## src/sv/bclm_pkg.sv

```systemverilog
// package for the block cache: sizes, result kinds and register indexes
package bclm_pkg;

    localparam int CAPACITY_DEF   = 64;
    localparam int MAX_BLOCKS_DEF = 16;

    localparam int KIND_W    = 3;
    localparam int CFG_IDX_W = 2;

    localparam logic [KIND_W-1:0] KIND_READ_HIT    = 3'd0;
    localparam logic [KIND_W-1:0] KIND_DEMOTE_HIT  = 3'd1;
    localparam logic [KIND_W-1:0] KIND_DEMOTE_MISS = 3'd2;
    localparam logic [KIND_W-1:0] KIND_READ_MISS   = 3'd3;
    localparam logic [KIND_W-1:0] KIND_EVICT_DEM   = 3'd4;

    localparam logic ACT_READ   = 1'b0;
    localparam logic ACT_DEMOTE = 1'b1;

    localparam logic [CFG_IDX_W-1:0] CFG_EJECT_POLICY    = 2'd0;
    localparam logic [CFG_IDX_W-1:0] CFG_DEMOTE_ON_EVICT = 2'd1;

    typedef struct packed {
        logic [31:0] obj;
        logic [31:0] blk;
    } t_entry;

endpackage

```

## src/sv/block_cache_lru_mru_demote.sv

```systemverilog
// fully associative block cache with one ejection order, lru or mru insertion
// entries sit in a memory sorted by ejection rank (address 0 = head) with a fill count
// per block: a lookup scan from the head, a removal shift down to close the gap,
// then an insertion at the tail, or at the head after a shift up, one port pair
// a request keeps busy high until all of its blocks are done
// one-cycle result strobes, never stalled; reset empties the cache and clears the config registers
module block_cache_lru_mru_demote #(
    parameter int CAPACITY   = bclm_pkg::CAPACITY_DEF,
    parameter int MAX_BLOCKS = bclm_pkg::MAX_BLOCKS_DEF
) (
    input  logic                           i_clk,
    input  logic                           i_rst_n,
    input  logic                           start,
    output logic                           busy,
    input  logic                           i_action,
    input  logic [7:0]                     i_origin,
    input  logic [31:0]                    i_object_id,
    input  logic [31:0]                    i_start_block,
    input  logic [4:0]                     i_block_count,
    output logic                           o_result_valid,
    output logic [bclm_pkg::KIND_W-1:0]    o_kind,
    output logic [31:0]                    o_out_object,
    output logic [31:0]                    o_out_block,
    output logic [7:0]                     o_out_origin,
    output logic                           o_last,
    input  logic                           i_cfg_valid,
    output logic                           o_cfg_ready,
    input  logic [bclm_pkg::CFG_IDX_W-1:0] i_cfg_index,
    input  logic                           i_cfg_data
);
    import bclm_pkg::*;

    localparam int AW = $clog2(CAPACITY);
    localparam int OW = $clog2(CAPACITY + 1);
    localparam int CW = $clog2(MAX_BLOCKS + 1);

    typedef enum logic [6:0] {
        S_IDLE  = 7'b0000001,
        S_LOOK  = 7'b0000010,
        S_SCAN  = 7'b0000100,
        S_SHDN  = 7'b0001000,
        S_INS   = 7'b0010000,
        S_SHUP  = 7'b0100000,
        S_HEADW = 7'b1000000
    } t_state;

    t_state r_state, n_state;

    t_entry r_mem [CAPACITY];
    t_entry r_rd_data;
    t_entry r_head;
    t_entry w_key;
    t_entry w_wd;
    logic [AW-1:0] w_rd_addr, w_wa;
    logic          w_we;

    logic [AW-1:0] r_ptr, n_ptr;
    logic [OW-1:0] r_occ, n_occ;
    logic [CW-1:0] r_left, n_left;
    logic [31:0]   r_blk, n_blk;
    logic          r_hit, n_hit;
    logic          r_act;
    logic [7:0]    r_org;
    logic [31:0]   r_obj;
    logic          r_policy, r_demote;

    logic              r_out_valid, n_out_valid;
    logic [KIND_W-1:0] r_out_kind, n_out_kind;
    logic [31:0]       r_out_obj, n_out_obj;
    logic [31:0]       r_out_blk, n_out_blk;
    logic              r_out_last, n_out_last;
    logic [7:0]        r_out_org;

    logic [CW-1:0] w_cnt_sat;
    logic [OW:0]   w_ptr_p1, w_ptr_p2, w_occ_x;
    logic          w_at_head;
    logic          w_adv;

    assign busy        = (r_state != S_IDLE);
    assign o_cfg_ready = 1'b1;

    assign w_cnt_sat = (int'(i_block_count) > MAX_BLOCKS) ? CW'(MAX_BLOCKS)
                                                           : CW'(i_block_count);
    assign w_ptr_p1  = (OW+1)'(r_ptr) + (OW+1)'(1);
    assign w_ptr_p2  = (OW+1)'(r_ptr) + (OW+1)'(2);
    assign w_occ_x   = (OW+1)'(r_occ);
    assign w_key     = '{obj: r_obj, blk: r_blk};
    // with the policy bit set reads go to the head; demotes always go to the tail
    assign w_at_head = r_policy && (r_act == ACT_READ);

    always_comb begin
        n_state     = r_state;
        n_ptr       = r_ptr;
        n_occ       = r_occ;
        n_left      = r_left;
        n_blk       = r_blk;
        n_hit       = r_hit;
        n_out_valid = 1'b0;
        n_out_kind  = r_out_kind;
        n_out_obj   = r_out_obj;
        n_out_blk   = r_out_blk;
        n_out_last  = r_out_last;
        w_rd_addr   = r_ptr;
        w_we        = 1'b0;
        w_wa        = r_ptr;
        w_wd        = r_rd_data;
        w_adv       = 1'b0;

        unique case (r_state)
            S_IDLE: begin
                if (start) begin
                    n_blk  = i_start_block;
                    n_left = w_cnt_sat;
                    if (w_cnt_sat != '0) begin
                        n_state = S_LOOK;
                    end
                end
            end
            S_LOOK: begin
                w_rd_addr = '0;
                n_ptr     = '0;
                n_hit     = 1'b0;
                if (r_occ == '0) begin
                    n_state = S_INS;
                end else begin
                    n_state = S_SCAN;
                end
            end
            S_SCAN: begin
                if (r_rd_data == w_key) begin
                    // hit at r_ptr: close the gap behind it
                    n_hit = 1'b1;
                    if (w_ptr_p1 < w_occ_x) begin
                        w_rd_addr = w_ptr_p1[AW-1:0];
                        n_state   = S_SHDN;
                    end else begin
                        n_occ   = r_occ - OW'(1);
                        n_state = S_INS;
                    end
                end else if (w_ptr_p1 == w_occ_x) begin
                    if (r_occ == OW'(CAPACITY)) begin
                        // full: evict the head and shift everything down
                        w_rd_addr = AW'(1);
                        n_ptr     = '0;
                        n_state   = S_SHDN;
                        if (r_demote) begin
                            n_out_valid = 1'b1;
                            n_out_kind  = KIND_EVICT_DEM;
                            n_out_obj   = r_head.obj;
                            n_out_blk   = r_head.blk;
                            n_out_last  = 1'b0;
                        end
                    end else begin
                        n_state = S_INS;
                    end
                end else begin
                    n_ptr     = w_ptr_p1[AW-1:0];
                    w_rd_addr = w_ptr_p1[AW-1:0];
                end
            end
            S_SHDN: begin
                w_we = 1'b1;
                w_wa = r_ptr;
                w_wd = r_rd_data;
                if (w_ptr_p2 < w_occ_x) begin
                    w_rd_addr = w_ptr_p2[AW-1:0];
                    n_ptr     = w_ptr_p1[AW-1:0];
                end else begin
                    n_occ   = r_occ - OW'(1);
                    n_state = S_INS;
                end
            end
            S_INS: begin
                n_out_valid = 1'b1;
                n_out_obj   = r_obj;
                n_out_blk   = r_blk;
                n_out_last  = (r_left == CW'(1));
                if (r_hit) begin
                    n_out_kind = (r_act == ACT_DEMOTE) ? KIND_DEMOTE_HIT : KIND_READ_HIT;
                end else begin
                    n_out_kind = (r_act == ACT_DEMOTE) ? KIND_DEMOTE_MISS : KIND_READ_MISS;
                end
                if (!w_at_head) begin
                    w_we  = 1'b1;
                    w_wa  = AW'(r_occ);
                    w_wd  = w_key;
                    n_occ = r_occ + OW'(1);
                    w_adv = 1'b1;
                end else if (r_occ == '0) begin
                    w_we  = 1'b1;
                    w_wa  = '0;
                    w_wd  = w_key;
                    n_occ = r_occ + OW'(1);
                    w_adv = 1'b1;
                end else begin
                    // open a hole at the head, moving from the tail back
                    w_rd_addr = AW'(r_occ - OW'(1));
                    n_ptr     = AW'(r_occ - OW'(1));
                    n_state   = S_SHUP;
                end
            end
            S_SHUP: begin
                w_we = 1'b1;
                w_wa = w_ptr_p1[AW-1:0];
                w_wd = r_rd_data;
                if (r_ptr == '0) begin
                    n_state = S_HEADW;
                end else begin
                    w_rd_addr = r_ptr - AW'(1);
                    n_ptr     = r_ptr - AW'(1);
                end
            end
            S_HEADW: begin
                w_we  = 1'b1;
                w_wa  = '0;
                w_wd  = w_key;
                n_occ = r_occ + OW'(1);
                w_adv = 1'b1;
            end
            default: begin
                n_state = S_IDLE;
            end
        endcase

        if (w_adv) begin
            n_blk  = r_blk + 32'd1;
            n_left = r_left - CW'(1);
            n_state = (r_left == CW'(1)) ? S_IDLE : S_LOOK;
        end
    end

    // entry memory, registered read
    always_ff @(posedge i_clk) begin
        if (w_we) begin
            r_mem[w_wa] <= w_wd;
        end
        r_rd_data <= r_mem[w_rd_addr];
    end

    always_ff @(posedge i_clk) begin
        if (!i_rst_n) begin
            r_state     <= S_IDLE;
            r_occ       <= '0;
            r_policy    <= 1'b0;
            r_demote    <= 1'b0;
            r_out_valid <= 1'b0;
            r_left      <= '0;
            r_hit       <= 1'b0;
        end else begin
            r_state     <= n_state;
            r_occ       <= n_occ;
            r_out_valid <= n_out_valid;
            r_left      <= n_left;
            r_hit       <= n_hit;
            if (i_cfg_valid) begin
                if (i_cfg_index == CFG_EJECT_POLICY) begin
                    r_policy <= i_cfg_data;
                end else if (i_cfg_index == CFG_DEMOTE_ON_EVICT) begin
                    r_demote <= i_cfg_data;
                end
            end
        end
    end

    always_ff @(posedge i_clk) begin
        r_ptr      <= n_ptr;
        r_blk      <= n_blk;
        r_out_kind <= n_out_kind;
        r_out_obj  <= n_out_obj;
        r_out_blk  <= n_out_blk;
        r_out_last <= n_out_last;
        r_out_org  <= r_org;
        if (r_state == S_IDLE && start) begin
            r_act <= i_action;
            r_org <= i_origin;
            r_obj <= i_object_id;
        end
        // keep the head word seen at the start of the scan for eviction
        if (r_state == S_SCAN && r_ptr == '0) begin
            r_head <= r_rd_data;
        end
    end

    assign o_result_valid = r_out_valid;
    assign o_kind         = r_out_kind;
    assign o_out_object   = r_out_obj;
    assign o_out_block    = r_out_blk;
    assign o_out_origin   = r_out_org;
    assign o_last         = r_out_last;

endmodule
```

## config.mk

```make
export PLATFORM = sky130hd
export DESIGN_NAME = block_cache_lru_mru_demote
export DESIGN_NICKNAME = d
export VERILOG_FILES = /design/src/sv/bclm_pkg.sv /design/src/sv/block_cache_lru_mru_demote.sv
export SDC_FILE = /design/constraint.sdc
export NUM_CORES = 2
export LEC_CHECK = 0
export BUFFER_PORTS_ARGS = -buffer_cell sky130_fd_sc_hd__buf_4
export CAP_MARGIN = 20
export CORE_ASPECT_RATIO = 1.2
export CORE_MARGIN = 2
export CORE_UTILIZATION = 28
export CTS_CLUSTER_SIZE = 30
export DETAILED_ROUTE_END_ITERATION = 10
export PLACE_DENSITY = 0.41
export SETUP_SLACK_MARGIN = 0.3
export SKIP_LAST_GASP = 1
export SLEW_MARGIN = 0
export SYNTH_ARGS = -nofsm -noshare
export SYNTH_HDL_FRONTEND = slang
export SYNTH_SLANG_ARGS = --single-unit
```

## constraint.sdc

```tcl
create_clock -name i_clk -period 6.9 [get_ports i_clk]
set_input_delay 1.38 -clock i_clk [delete_from_list [all_inputs] [get_ports i_clk]]
set_output_delay 1.38 -clock i_clk [all_outputs]
set_load 0.01 [all_outputs]
```

==> out/qor.csv <==
stage,metric,value,unit
outcome,outcome,"finished, final reports clean",
yosys,async_reset_ff_frac,0,
route,wl_per_cell,30.97,um
clock_network,postCtsHoldBufs,0,
final_layout,final_cells,22420,
critical_path,start_kind,flip-flop,
yosys,yosysWarningCount,0,
job,cap_violations,0,
clock_network,tritoncts,yes,
placed_design,port_buffers,162,
yosys,seq_area_frac_synth,0.7521,
floorplanning,start_util,0.2811,
yosys,yosysTopAreaCell,edfxtp_1,
clock_network,cts_max_path_buffers,4,
clock_network,clk_pin_slew,0.06,ns
placed_design,placedCellCount,21520,
route,vias,113500,
placed_design,place_congestion,0.8412,
route,m1WireLength,292700,um
final_layout,drive_gt1_frac,0.1185,
route,highest_layer,met4,
sta,maxSlewViolCount,0,
sta,maxSlewHeadroom,0.1504,
sta,hold_violations,0,
yosys,synth_fp_nets,13400,
sta,whs,0.3409,ns
sta,finalSetupViolations,0,
floorplanning,die_h,868.7,um
sta,post-route-min-period,6.497,ns
critical_path,cp.required,7.77,ns
final_layout,fin_util,0.3307,
yosys,postSynthAreaPerCell,13.12,sq um
global_routing,overflow,0,
floorplanning,die_area,629500,sq um
route,route.met2.wl,341000,um
global_routing,antenna_found_initial,25,
route,wl_met3,34330,um
clock_network,cts_sinks,4402,
power,power_leakage,69.54,nW
floorplanning,core,620700,sq um
sta,finalSetupTns,0,ns
clock_network,htreeDepth,5,
sta,grt_setup_unrepaired,false,
critical_path,worstPathArrival,7.37,ns
clock_network,worst_skew_pair.late_latency,1.07,ns
critical_path,worstSetupPathType,flip-flop to flip-flop,
route,drc,0,
yosys,yosys_register_bits,4402,
route,drt-pass1-iter-count,6,
global_routing,grt_max_degree,142,
yosys,synthesis.instances,13300,
route,drt-total-wl,694200,um
sta,fin_crit_sh,0.9416,
sta,fmax,0.1539,GHz
route,vias_per_cell,5.062,
clock_network,ctsResizeCount,0,
placed_design,place_hpwl,402300,um
clock_network,cts_root_buffer,clkbuf_16,
route,ant_nets,0,
critical_path,critPathCaptureType,flip-flop,
global_routing,grt_pass1_vias,109500,
power,p_per_area,321.7,nW/um^2
yosys,synth_edf_count,4307,
floorplanning,std_cell_rows,317,
critical_path,cp_max_fo,7,
yosys,synthTopCellsByArea,"edfxtp_1 (74%), nand2_1 (8.6%), nand3_1 (4.7%)",
floorplanning,io_pins,164,
floorplanning,die_x,724.6,um
final_layout,final_nets,13810,
power,vdd_drop_max,0.0002314,V
power,total_power,66.03,mW
final_layout,final_common_cell,edfxtp_1,
clock_network,cts_setup_buffers,0,
clock_network,numCtsBuffers,475,
yosys,yosysTopAreaCellShare,0.7412,
yosys,ys.flop_type,edfxtp_1,
global_routing,grt_pass1_wl,944200,um
yosys,synth_area,174500,sq um
sta,tightest_slew,1.269,ns
yosys,ys_types,89,
global_routing,gr-usage-all-layers,0.2132,
final_layout,syn2layout_area_growth,17.64,%
sta,final.setup_skew,0.1038,ns
final_layout,layout_common_cells,"edfxtp_1 (4,307), nand2_1 (3,932), nand3_1 (1,628), a21oi_1 (711), buf_4 (566)",
min_path,hold_path_class,flip-flop to flip-flop,
route,drt_iter0_drc,11980,
==> worst max-delay path: stages (launching register included) <==
cell and delay, ns:
edfxtp_1 0.52, ha_1 0.40, nand3_1 0.20, xnor2_1 0.36
inv_1 0.14, ha_1 0.31, nand4_1 0.16, a21oi_1 0.10
nor3_1 0.36, nor2_1 0.12, a211o_1 0.38, a2111oi_4 0.68
buf_4 0.30, nor2_2 0.14, nand2_1 0.95, buf_4 0.27
a21oi_1 0.06, nor3_1 0.35, nand2_1 0.12, nor2_1 0.36
==> layout make-up <==
cell class / instances / area, sq um
clock inverters: 257 / 2395
fillers: 61450 / 415500
flip-flops and latches: 4402 / 131200
repair buffers: 748 / 7900
well taps: 8294 / 10380
clock buffers: 629 / 12810
inverters: 26 / 98.84
diodes: 8 / 20.02
multi-input cells: 8051 / 40420
==> registers in the layout, summed over array words and instances, names as in the netlist, 5 cells and up <==
signal and cells:
o_out_block 32, o_out_object 32, o_out_origin 8, r_blk 32, r_head 64, r_left 5
r_mem 4096, r_obj 32, r_occ 7, r_org 8, r_ptr 6, r_rd_data 64
r_state 7
==> Yosys cell counts, types with 7 or more instances <==
cell / instances
edfxtp_1: 4307
nand2_1: 4001
nand3_1: 1632
a21oi_1: 711
clkbuf_1: 316
buf_2: 312
nor2_1: 253
mux2i_1: 224
buf_1: 138
nor3_1: 108
dfxtp_1: 95
o21ai_0: 94
xnor2_1: 93
nand4_1: 91
o211ai_1: 77
and3_1: 64
a31oi_1: 61
nor4_1: 55
o22ai_1: 44
a22o_1: 40
o221ai_1: 38
or3_1: 38
mux2_2: 37
a221oi_1: 34
buf_4: 34
mux4_2: 26
a311oi_1: 25
ha_1: 24
inv_1: 24
o31ai_1: 22
xor2_1: 22
a211oi_1: 18
buf_6: 17
nand4b_1: 16
and2_1: 14
or4_1: 13
a22oi_1: 11
and4_1: 10
nor2b_1: 10
a2111oi_0: 9
nand3b_1: 9
a2111oi_2: 7
a32o_1: 7
==> where the power goes <==
group | internal [mW] | leakage [nW] | switching, mW
logic | 1.82 | 22.8 | 6.51
clock network | 14.2 | 7.42 | 11.1
registers | 31.7 | 39.4 | 0.655
total | 47.7 | 69.5 | 18.3
==> through the flow <==
stage          instance area (sq um)  setup WS [ns]
3_5_place_dp                  190000         0.3684
5_1_grt                       205200         0.3091
2_1_floorplan                 174500          1.050
3_3_place_gp                  189900       -0.09515
4_1_cts                       205200         0.3685
6_report                      205300         0.4028
==> kinds of logic (layout without fill, tap and decap cells) <==
logic type | after synthesis | after routing | share of synthesized area
buffers and inverters | 843 | 1660 | 0.02184
adder cells (fa/ha/maj) | 24 | 24 | 0.001721
XOR/XNOR | 115 | 115 | 0.005773
flip-flops | 4402 | 4402 | 0.7521
other | 1 | 9 | 0.00002149
AO/OA/AOI/OAI | 1270 | 1270 | 0.04464
AND/OR/NAND/NOR | 6352 | 6353 | 0.1552
multiplexers | 288 | 288 | 0.01866
==> per-layer routing <==
layer,global-route usage,vias up
li1,-,49400
met1,0.2807,59610
met2,0.3668,3572
met3,0.02430,880
met4,0.06966,0
met5,0,-
==> path summary, 6_finish.rpt <==
path                               start               to  slack [ns]  cells past startpoint
worst max register to register  r_ptr[1]    r_rd_data[39]        0.40                     19
worst min register to register  r_org[7]  o_out_origin[7]        0.34                      0
worst min-delay path            r_org[7]  o_out_origin[7]        0.34                      0
worst max-delay path            r_ptr[1]    r_rd_data[39]        0.40                     19
No activity file was read; power rests on OpenSTA's default activity.
